### src/design/ubds_pkg.sv
// Package with the constants, codes and types of the baud divisor search block.
package ubds_pkg;

  localparam int MIN_OVERSAMPLE = 4;
  localparam int MAX_OVERSAMPLE = 32;
  localparam int DIVISOR_BITS   = 13;
  localparam int RATIO_SHIFT    = 24;
  localparam int TOLERANCE_PCT  = 3;
  localparam int PERCENT        = 100;

  localparam int CLOCK_BITS  = 32;
  localparam int BAUD_BITS   = 24;
  localparam int RATIO_BITS  = 6;
  localparam int STATUS_BITS = 2;
  localparam int WORD_BITS   = 29;
  localparam int OUT_BITS    = STATUS_BITS + RATIO_BITS + DIVISOR_BITS + WORD_BITS;
  localparam int OUT_BYTES   = (OUT_BITS + 7) / 8;
  localparam int TDATA_BITS  = OUT_BYTES * 8;
  localparam int IN_BYTES    = (BAUD_BITS + 7) / 8;
  localparam int IN_TDATA_BITS = IN_BYTES * 8;

  localparam int NUM_BITS  = CLOCK_BITS + 1;
  localparam int DEN_BITS  = BAUD_BITS + RATIO_BITS;
  localparam int CNT_BITS  = $clog2(NUM_BITS + 1);
  localparam int DR_BITS   = DIVISOR_BITS + RATIO_BITS;
  localparam int PROD_BITS = CLOCK_BITS + 7;
  localparam int TOL_BITS  = BAUD_BITS + 2;

  localparam logic [DIVISOR_BITS-1:0] DIVISOR_MAX = {DIVISOR_BITS{1'b1}};

  localparam logic [STATUS_BITS-1:0] ST_OK       = 2'd0;
  localparam logic [STATUS_BITS-1:0] ST_ZERO     = 2'd1;
  localparam logic [STATUS_BITS-1:0] ST_NO_MATCH = 2'd2;

  typedef struct packed {
    logic                start;
    logic [NUM_BITS-1:0] dividend;
    logic [DEN_BITS-1:0] divisor;
  } div_req_t;

  typedef struct packed {
    logic                done;
    logic [NUM_BITS-1:0] quotient;
  } div_rsp_t;

endpackage

### src/design/ubds_divider.sv
// Restoring serial divider, one quotient bit per cycle, shared by both divisions.
module ubds_divider (
  input  logic               clk,
  input  logic               rst,
  input  ubds_pkg::div_req_t req,
  output ubds_pkg::div_rsp_t rsp
);
  import ubds_pkg::*;

  logic                busy;
  logic [CNT_BITS-1:0] cnt;
  logic [DEN_BITS-1:0] den;
  logic [DEN_BITS-1:0] rem;
  logic [NUM_BITS-1:0] qsh;
  logic                done;
  logic [DEN_BITS:0]   trial;
  logic                ge;

  assign trial = {rem, qsh[NUM_BITS-1]};
  assign ge    = trial >= {1'b0, den};

  always_ff @(posedge clk) begin
    if (rst) begin
      busy <= 1'b0;
      done <= 1'b0;
      cnt  <= '0;
    end else begin
      done <= 1'b0;
      if (req.start) begin
        busy <= 1'b1;
        cnt  <= CNT_BITS'(NUM_BITS);
        rem  <= '0;
        qsh  <= req.dividend;
        den  <= req.divisor;
      end else if (busy) begin
        if (ge) begin
          rem <= DEN_BITS'(trial - {1'b0, den});
        end else begin
          rem <= trial[DEN_BITS-1:0];
        end
        qsh <= {qsh[NUM_BITS-2:0], ge};
        cnt <= cnt - 1'b1;
        if (cnt == CNT_BITS'(1)) begin
          busy <= 1'b0;
          done <= 1'b1;
        end
      end
    end
  end

  assign rsp.done     = done;
  assign rsp.quotient = qsh;

endmodule

### src/design/uart_baud_divisor_search_top.sv
// Top level of the baud divisor search: sequencer around one shared serial divider.
//
//  channel   direction  handshake             word contents
//  s_*       in         s_tvalid / s_tready   baud_rate
//  m_*       out        m_tvalid / m_tready   status, oversample, divisor, baud_word
//  cfg_*     in         cfg_valid / cfg_ready clock_hz
//
// Each ratio from 4 to 32 takes two serial divisions plus sequencing states, or only
// the first when its rounded divisor is zero or too wide. A zero clock or baud rate
// skips the search. Reset is synchronous and restores clock_hz to 80000000.
// A finished word waits in the output register while the next baud rate is taken.
module uart_baud_divisor_search_top (
  input  logic                               clk,
  input  logic                               rst,
  input  logic                               s_tvalid,
  output logic                               s_tready,
  // baud_rate [23:0]
  input  logic [ubds_pkg::IN_TDATA_BITS-1:0] s_tdata,
  output logic                               m_tvalid,
  input  logic                               m_tready,
  // status [1:0], oversample [7:2], divisor [20:8], baud_word [49:21]
  output logic [ubds_pkg::TDATA_BITS-1:0]    m_tdata,
  input  logic                               cfg_valid,
  output logic                               cfg_ready,
  input  logic [ubds_pkg::CLOCK_BITS-1:0]    cfg_data
);
  import ubds_pkg::*;

  localparam logic [3:0] S_IDLE  = 4'd0;
  localparam logic [3:0] S_MUL1  = 4'd1;
  localparam logic [3:0] S_DIV1  = 4'd2;
  localparam logic [3:0] S_WAIT1 = 4'd3;
  localparam logic [3:0] S_MUL2  = 4'd4;
  localparam logic [3:0] S_DIV2  = 4'd5;
  localparam logic [3:0] S_WAIT2 = 4'd6;
  localparam logic [3:0] S_ERR   = 4'd7;
  localparam logic [3:0] S_NEXT  = 4'd8;
  localparam logic [3:0] S_FMUL  = 4'd9;
  localparam logic [3:0] S_FCMP  = 4'd10;
  localparam logic [3:0] S_DONE  = 4'd11;

  logic [3:0]              state;
  logic [CLOCK_BITS-1:0]   clock_hz;
  logic [BAUD_BITS-1:0]    baud;
  logic [RATIO_BITS-1:0]   ratio;
  logic [DEN_BITS-1:0]     d;
  logic [DIVISOR_BITS-1:0] div_cand;
  logic [DR_BITS-1:0]      dr;
  logic [CLOCK_BITS-1:0]   actual;
  logic                    found;
  logic [CLOCK_BITS-1:0]   least_err;
  logic [RATIO_BITS-1:0]   best_ratio;
  logic [DIVISOR_BITS-1:0] best_div;
  logic [PROD_BITS-1:0]    prod;
  logic [STATUS_BITS-1:0]  res_status;
  logic [RATIO_BITS-1:0]   res_ratio;
  logic [DIVISOR_BITS-1:0] res_div;
  logic [CLOCK_BITS-1:0]   err;
  logic [TOL_BITS-1:0]     tol;
  logic [RATIO_BITS-1:0]   ratio_m1;
  logic [WORD_BITS-1:0]    res_word;
  div_req_t                req;
  div_rsp_t                rsp;

  ubds_divider u_div (
    .clk (clk),
    .rst (rst),
    .req (req),
    .rsp (rsp)
  );

  assign s_tready  = (state == S_IDLE);
  assign cfg_ready = 1'b1;

  assign err      = (actual > {{(CLOCK_BITS-BAUD_BITS){1'b0}}, baud})
                    ? actual - {{(CLOCK_BITS-BAUD_BITS){1'b0}}, baud}
                    : {{(CLOCK_BITS-BAUD_BITS){1'b0}}, baud} - actual;
  assign tol      = TOL_BITS'(baud) * TOL_BITS'(TOLERANCE_PCT);
  assign ratio_m1 = res_ratio - 1'b1;
  assign res_word = (res_status == ST_OK)
                    ? {ratio_m1[WORD_BITS-RATIO_SHIFT-1:0],
                       {(RATIO_SHIFT-DIVISOR_BITS){1'b0}}, res_div}
                    : '0;

  always_comb begin
    req.start    = (state == S_DIV1) || (state == S_DIV2);
    req.dividend = (state == S_DIV1)
                   ? NUM_BITS'(clock_hz) + NUM_BITS'(d >> 1)
                   : NUM_BITS'(clock_hz);
    req.divisor  = (state == S_DIV1) ? d : DEN_BITS'(dr);
  end

  always_ff @(posedge clk) begin
    if (rst) begin
      clock_hz <= CLOCK_BITS'(80000000);
    end else if (cfg_valid && cfg_ready) begin
      clock_hz <= cfg_data;
    end
  end

  always_ff @(posedge clk) begin
    if (rst) begin
      state    <= S_IDLE;
      m_tvalid <= 1'b0;
      found    <= 1'b0;
    end else begin
      if (m_tvalid && m_tready && (state != S_DONE)) begin
        m_tvalid <= 1'b0;
      end
      unique case (state)
        S_IDLE: begin
          if (s_tvalid) begin
            baud  <= s_tdata[BAUD_BITS-1:0];
            ratio <= RATIO_BITS'(MIN_OVERSAMPLE);
            found <= 1'b0;
            if (s_tdata[BAUD_BITS-1:0] == '0 || clock_hz == '0) begin
              res_status <= ST_ZERO;
              res_ratio  <= '0;
              res_div    <= '0;
              state      <= S_DONE;
            end else begin
              state <= S_MUL1;
            end
          end
        end
        S_MUL1: begin
          d     <= DEN_BITS'(baud) * DEN_BITS'(ratio);
          state <= S_DIV1;
        end
        S_DIV1: begin
          state <= S_WAIT1;
        end
        S_WAIT1: begin
          if (rsp.done) begin
            if (rsp.quotient == '0 || rsp.quotient > NUM_BITS'(DIVISOR_MAX)) begin
              state <= S_NEXT;
            end else begin
              div_cand <= rsp.quotient[DIVISOR_BITS-1:0];
              state    <= S_MUL2;
            end
          end
        end
        S_MUL2: begin
          dr    <= DR_BITS'(div_cand) * DR_BITS'(ratio);
          state <= S_DIV2;
        end
        S_DIV2: begin
          state <= S_WAIT2;
        end
        S_WAIT2: begin
          if (rsp.done) begin
            actual <= rsp.quotient[CLOCK_BITS-1:0];
            state  <= S_ERR;
          end
        end
        S_ERR: begin
          if (!found || err < least_err) begin
            found      <= 1'b1;
            least_err  <= err;
            best_ratio <= ratio;
            best_div   <= div_cand;
          end
          state <= S_NEXT;
        end
        S_NEXT: begin
          if (ratio == RATIO_BITS'(MAX_OVERSAMPLE)) begin
            state <= S_FMUL;
          end else begin
            ratio <= ratio + 1'b1;
            state <= S_MUL1;
          end
        end
        S_FMUL: begin
          prod  <= PROD_BITS'(least_err) * PROD_BITS'(PERCENT);
          state <= S_FCMP;
        end
        S_FCMP: begin
          if (!found || prod > PROD_BITS'(tol)) begin
            res_status <= ST_NO_MATCH;
            res_ratio  <= '0;
            res_div    <= '0;
          end else begin
            res_status <= ST_OK;
            res_ratio  <= best_ratio;
            res_div    <= best_div;
          end
          state <= S_DONE;
        end
        S_DONE: begin
          if (!m_tvalid || m_tready) begin
            m_tvalid <= 1'b1;
            m_tdata  <= TDATA_BITS'({res_word, res_div, res_ratio, res_status});
            state    <= S_IDLE;
          end
        end
        default: begin
          state <= S_IDLE;
        end
      endcase
    end
  end

endmodule

### config.mk
export PLATFORM = sky130hd
export DESIGN_NAME = uart_baud_divisor_search_top
export DESIGN_NICKNAME = d
export VERILOG_FILES = /design/src/design/ubds_pkg.sv /design/src/design/ubds_divider.sv /design/src/design/uart_baud_divisor_search_top.sv
export SDC_FILE = /design/constraint.sdc
export NUM_CORES = 2
export LEC_CHECK = 0
export CAP_MARGIN = 0
export CORE_ASPECT_RATIO = 0.8
export CORE_MARGIN = 2
export CORE_UTILIZATION = 55
export CTS_CLUSTER_DIAMETER = 40
export DETAILED_ROUTE_END_ITERATION = 7
export DONT_BUFFER_PORTS = 1
export GPL_ROUTABILITY_DRIVEN = 1
export PLACE_DENSITY = 0.7
export SLEW_MARGIN = 15
export SYNTH_ARGS = -nofsm -noshare
export SYNTH_HDL_FRONTEND = slang
export SYNTH_SLANG_ARGS = --single-unit
export TNS_END_PERCENT = 1
### constraint.sdc
create_clock -name clk -period 7.5 [get_ports clk]
set_clock_uncertainty 0.2 [all_clocks]
set_input_delay 1.5 -clock clk [delete_from_list [all_inputs] [get_ports clk]]
set_output_delay 1.5 -clock clk [all_outputs]
set_load 0.01 [all_outputs]
### Word-level counts from Yosys, hierarchy flattened

Cells that the tools add are included.

| storage, ports and cells | value |
|---|---|
| bits in registers | 411 |
| input port bits | 61 |
| word-level logic and storage cells | 144 |

| cells by class | value |
|---|---|
| add/subtract/negate cells | 7 |
| multipliers | 4 |
| $lt $le $gt $ge | 5 |
| equality and inequality tests | 21 |
| multiplexer cells | 42 |
| bitwise logic cells | 3 |
| reduce and logical (&&, ||, !) cells | 35 |

Operators by type and width:

| cell | number |
|---|---|
| $mux W33 | 3 |
| $mux W30 | 2 |
| $pmux W4 S12 | 1 |
| $mux W6 | 7 |
| $gt A39 B26 Y1 | 1 |
| $mux W13 | 3 |
| $mul A32 B5 Y37 const B | 1 |
| $add A32 B29 Y33 | 1 |
| $gt A33 B13 Y1 const B | 1 |
| $logic_not A33 Y1 | 1 |
| $gt A32 B24 Y1 | 1 |
| $logic_not A32 Y1 | 1 |
| $lt A32 B32 Y1 | 1 |
| $mux W32 | 1 |
| $sub A24 B32 Y32 | 1 |
| $sub A32 B24 Y32 | 1 |
| $ge A31 B30 Y1 | 1 |
| $mul A24 B6 Y30 | 1 |
| $sub A30 B30 Y30 | 1 |
| $mux W4 | 7 |
| $mul A24 B2 Y26 const B | 1 |
| $pmux W13 S2 | 1 |
| $logic_not A24 Y1 | 1 |
| $pmux W6 S2 | 2 |
| 30 further kinds | 75 |

### Depth between registers and ports, before layout

| depth | value |
|---|---|
| depth after elaboration | 6 |
| depth in mapped cells | 27 |
| depth with buffers taken out | 25 |

### Modules after synthesis

From an unflattened synthesis, not the netlist that was laid out.

| unflattened totals | value |
|---|---|
| cells, all modules | 3,511 |
| area total of the unflattened synthesis | 34,005.1 um^2 |

Modules (own cells, without submodules):

| module | instances | cells an instance | area an instance (um^2) |
|---|---|---|---|
| uart_baud_divisor_search_top | 1 | 2,957 | 27,979.3 |
| ubds_divider | 1 | 554 | 6,025.8 |

### Least setup slack after synthesis

Ideal clock, no wire load.

| timing path | value |
|---|---|
| path type | input -> register |
| from | input rst |
| to | register m_tdata[0] in the netlist's numbering (enable) |
| library setup time | 0.547 ns |
| data arrival time | 6.011 ns |
| required time | 6.753 ns |
| path slack | 0.742 ns |
| cell stages on the path | 3 |
| buffers on the path | 2 |
| path through | clkbuf_1 clkbuf_1 nor4b_1 |

| between the ends | value |
|---|---|
| word-level cells in the longest chain between the ends | 2 |

RTL lines:

| item | RTL line | source |
|---|---|---|
| start: declaration | uart_baud_divisor_search_top.sv:14 | `input logic rst,` |
| $not A1 Y1 (no source line) | -- |  |
| $reduce_and A3 Y1 (no source line) | -- |  |
| end signal: assignment | uart_baud_divisor_search_top.sv:192 | `m_tdata <= TDATA_BITS'({res_word, res_div, res_ratio, res_status});` |
| end: declaration | uart_baud_divisor_search_top.sv:22 | `output logic [ubds_pkg::TDATA_BITS-1:0] m_tdata,` |

Every way passes these cells.
A chain may end at the register's enable or synchronous reset.

### Final worst setup path

| timing path | value |
|---|---|
| from | register baud[1] |
| to | register best_div[1] (enable) |

| between the ends | value |
|---|---|
| word-level cells in the longest chain between the ends | 5 |
| elaborated cells on any way between the ends | 7 |
| those cells by class | add/sub (2); order compare (2); mux (1); reduce/logical (2) |

RTL lines:

| item | RTL line | source |
|---|---|---|
| start: declaration | uart_baud_divisor_search_top.sv:44 | `logic [BAUD_BITS-1:0] baud;` |
| start signal: assignment | uart_baud_divisor_search_top.sv:113 | `baud <= s_tdata[BAUD_BITS-1:0];` |
| $sub A24 B32 Y32, or another cell as far along | uart_baud_divisor_search_top.sv:77 | `: {{(CLOCK_BITS-BAUD_BITS){1'b0}}, baud} - actual;` |
| $mux W32 (*) | uart_baud_divisor_search_top.sv:76 | `? actual - {{(CLOCK_BITS-BAUD_BITS){1'b0}}, baud}` |
| net err[17] | uart_baud_divisor_search_top.sv:58 | `logic [CLOCK_BITS-1:0] err;` |
| $lt A32 B32 Y1 (*) | uart_baud_divisor_search_top.sv:157 | `if (!found \|\| err < least_err) begin` |
| $logic_or A1 B1 Y1 (*) | uart_baud_divisor_search_top.sv:157 |  |
| $reduce_and A3 Y1 (no source line) (*) | -- |  |
| end signal: assignment | uart_baud_divisor_search_top.sv:161 | `best_div <= div_cand;` |
| end: declaration | uart_baud_divisor_search_top.sv:53 | `logic [DIVISOR_BITS-1:0] best_div;` |

The timed path passes the listed nets; every way through them passes the cells marked *.

==> flow_metrics.env <==
export IMPL_status="completed"
export IMPL_grt_max_degree=55
export IMPL_synthCells=3413
export IMPL_r2r_end="best_div[1]$_DFFE_PP_"
export IMPL_hp_start="res_div[2]$_SDFFCE_PP0P_"
export IMPL_grt_pass1_wl_um=146000
export IMPL_numPortBuffers=0
export IMPL_preCtsSetupSlack_ns=0.971
export IMPL_num_fill_cells=5050
export IMPL_antenna_found_initial=12
export IMPL_critPathKind="flop to flop"
export IMPL_cts_root_buf="clkbuf_16"
export IMPL_critPathBufInv=3
export IMPL_fmax_ghz=0.152
export IMPL_ctsHoldBuffers=0
export IMPL_cp_end_kind="flop"
export IMPL_cp_common_cell="a21oi_1"
export IMPL_maxCapViolations=0
export IMPL_routedWlPerCell_um=22.3
export IMPL_postCtsResizedCells=0
export IMPL_post_route_drc_count=0
export IMPL_cp_required_ns=7.58
export IMPL_finalCritPeriodShare_pct=87.9
export IMPL_num_nets_final=4009
export IMPL_hold_path_class="flop to flop"
export IMPL_worst_slack_ns=0.910
export IMPL_antenna_left=0
export IMPL_die_area_um2=62200
export IMPL_placementRows=80
export IMPL_critPathTopFamily="compound AO/OA/AOI/OAI gates"
export IMPL_power_per_cell_area_nw_per_um2=237
export IMPL_setup_tns_ns=0
export IMPL_path_max_fanout=51
export IMPL_worst_pin_slew_ns=1.13
export IMPL_p_leak_uw=0.0163
export IMPL_rr_startpoint="baud[1]$_DFFE_PP_"
export IMPL_ys_types=84
export IMPL_power_share_clock_pct=36.3
export IMPL_grt_use_total_pct=30.8
export IMPL_worstRegToRegCells=23
export IMPL_fin_util_pct=61.0
export IMPL_fin_crit_ns=6.59
export IMPL_p_comb_share_pct=30.0
export IMPL_netSwitchingFraction_pct=33.6
export IMPL_die_y_um=224
export IMPL_drtIter0Drc=2484
export IMPL_cts_setup_buffers=0
export IMPL_synth_edff_count=365
export IMPL_switchingPower_uw=2890
export IMPL_num_vias=25800
export IMPL_drv_slew=0
export IMPL_ys_flop_type="edfxtp_1"
export IMPL_initial_core_util_pct=55.6
export IMPL_final_instance_count_excl_fill=4260
export IMPL_finalPower_uw=8620
export IMPL_h_tree_depth=3
export IMPL_drive_above_1_share_pct=6.12
export IMPL_insertion_delay_ns=0.61
export IMPL_io_pin_count=120
export IMPL_synthArstFlopShare_pct=0
export IMPL_setup_viol=0
export IMPL_start_kind="flop"
export IMPL_gp_congestion=0.943
export IMPL_numClockSinks=411
export IMPL_cts_max_path_buffers=3
export IMPL_core_area_um2=59600
export IMPL_ys_seq_area_share_pct=35.9
export IMPL_peakVddDrop_v=0.000234
export IMPL_yosysWarnings=0
export IMPL_wl_um=95000
export IMPL_clk_pin_slew_ns=0.06
export IMPL_hpwlAfterDp_um=74100
export IMPL_grt_ovfl_total=0
export IMPL_avgSynthCellArea_um2=9.71
export IMPL_ys_ff_latch=411
export IMPL_grt_pass1_vias=24700
export IMPL_p_int_uw=5730
export IMPL_drt_first_pass_iters=5
export IMPL_path_cells="inv_1, fa_1, a21o_1, a21oi_1, nand2b_1, a21oi_1, a21oi_1, o221ai_2, a21o_1, buf_4, mux2i_1, a221oi_1, xnor2_1, ha_1, a21o_1, a21o_1, a21oi_1, nor4_1, o41ai_1, nand3_1, a21oi_1, o31a_2, buf_12"
export IMPL_tritoncts="yes"
export IMPL_die_x_um=278
export IMPL_cts_buffers=69
export IMPL_cpPeakStageDelay_ns=0.55
export IMPL_vias_per_cell=6.05
export IMPL_cp_slowest_cell="edfxtp_1"
export IMPL_grt_setup_unrepaired="false"
export IMPL_slew_headroom_pct=24.4
export IMPL_placedCellCount=4132
export IMPL_area_growth_synth_to_final_pct=9.61
export IMPL_hold_viol_final=0
export IMPL_rrSetupSlack_ns=0.91
export IMPL_cp_data_arrival_time_ns=6.67
export IMPL_power_frac_seq_pct=33.7
export IMPL_hold_depth=0
export IMPL_worstHoldEndpoint="m_tdata[10]$_DFFE_PP_"
export IMPL_synth_area_um2=33100
-- metal layers --
layer	wire [um]	part of all wire (%)	up-vias	global-route usage, %
met5	52	0.055	-	0
met4	2210	2.3	8	7.65
met3	9550	10	170	8.70
met2	39300	41	1090	44.1
met1	43900	46	12500	45.9
li1	-	-	12000	-
-- power by group through the flow --
stage               Combinational, uW  Sequential (uW)  Clock, uW
finish                           2590             2900       3130
global route                     2900             2910       3280
CTS                              2570             2890       3180
detailed placement               2550             2940          0
global placement                 2510             2940          0
floorplan                        1970             2850          0
-- layout by cell type, fill, tap and decap left out, types with 25 or more instances in the layout --
cell	count
a21o_1	114
dfxtp_1	46
nor3_1	54
o21a_1	25
o21bai_1	27
nand4_1	34
xor2_1	51
ha_1	358
inv_1	426
nand2_1	394
clkbuf_16	71
buf_4	44
and2_1	90
a31oi_1	25
nand3_1	80
nor4_1	29
xnor2_1	108
o21ai_0	111
mux2i_1	42
edfxtp_1	365
nor2_1	182
a21oi_1	222
and3_1	31
fa_1	166
-- cell type report --
cell class	count	area (um2)	area share (%)
multi-input cells	2470	19200	52.9
repair buffers	46	370	1.02
inverters	426	1600	4.40
well taps	779	975	2.68
clock buffers	76	1810	4.97
flip-flops and latches	411	11900	32.7
diodes	1	2.50	0.00689
clock inverters	51	487	1.34
-- sequential cells by signal (all words and copies together) (netlist names), 19 cells and up --
| register | flops |
|---|---|
| baud | 24 |
| prod | 37 |
| u_div.den | 30 |
| u_div.qsh | 33 |
| m_tdata | 39 |
| dr | 19 |
| least_err | 32 |
| u_div.rem | 30 |
| actual | 32 |
| clock_hz | 32 |
| d | 30 |
-- worst reg2reg max path, stage by stage, from the launching register on --
cell,delay (ns)
edfxtp_1,0.55
inv_1,0.25
fa_1,0.49
a21o_1,0.18
a21oi_1,0.21
nand2b_1,0.16
a21oi_1,0.11
a21oi_1,0.45
o221ai_2,0.27
a21o_1,0.39
buf_4,0.27
mux2i_1,0.16
a221oi_1,0.38
xnor2_1,0.20
ha_1,0.29
a21o_1,0.16
a21o_1,0.17
a21oi_1,0.20
nor4_1,0.08
o41ai_1,0.25
nand3_1,0.17
a21oi_1,0.17
o31a_2,0.18
buf_12,0.27
-- through the flow --
step	cell area, um2	hold WS [ns]
after global routing	36300	0.253
after global placement	34000	0.226
after CTS	36300	0.241
after floorplan	33200	0.200
final	36300	0.238
after detailed placement	34000	0.230
-- cell families after synthesis --
kind of cell,synth area share (%)
AOI/OAI and AO/OA,13.8
xor gates and xnor gates,4.20
adders and majority gates,23.5
buffers and inverters,6.56
DFF,35.9
muxes,1.41
other,0.0227
and+or+nand+nor,14.6
-- Yosys cell counts, drive strengths merged, types with 6 or more instances --
library cell,instances,area share [%]
o21ai,115,1.7
nand2,394,4.5
o21bai,27,0.61
ha,358,14
nand2b,23,0.43
o31ai,9,0.20
a211o,18,0.48
fa,166,10
inv,426,4.8
o311ai,6,0.16
a21boi,10,0.23
xnor2,108,2.9
nor2b,23,0.43
edfxtp,365,33
o21a,25,0.57
xor2,51,1.3
o22ai,18,0.34
a221oi,10,0.26
a21o,114,2.6
buf,33,0.72
dfxtp,46,2.8
nand3,80,1.2
a311oi,7,0.20
o211ai,17,0.39
a211oi,22,0.50
nor3,56,0.85
nand4,35,0.71
or3,23,0.46
o221ai,7,0.20
mux2i,43,1.3
clkbuf,89,1.0
a31oi,26,0.51
nor3b,6,0.14
nor4,31,0.59
and2,91,1.7
a21oi,224,3.4
or2,11,0.21
nor2,185,2.1
nand3b,6,0.14
a31o,6,0.16
or4,10,0.23
and3,32,0.60
-- how the worst max path moves through the flow --
stage                       start                      to  slack, ns  cells past startpoint
2_1_floorplan                 rst    m_tdata[0]$_DFFE_PP_       0.74                      3
3_3_place_gp   baud[12]$_DFFE_PP_  best_div[11]$_DFFE_PP_       1.07                     21
3_5_place_dp   baud[12]$_DFFE_PP_   best_div[6]$_DFFE_PP_       0.97                     21
4_1_cts        baud[12]$_DFFE_PP_  least_err[4]$_DFFE_PP_       0.91                     21
5_1_grt        baud[12]$_DFFE_PP_  least_err[7]$_DFFE_PP_       0.46                     21
6_report        baud[1]$_DFFE_PP_   best_div[1]$_DFFE_PP_       0.91                     23
Note: power is estimated with default switching activity, not from simulation.
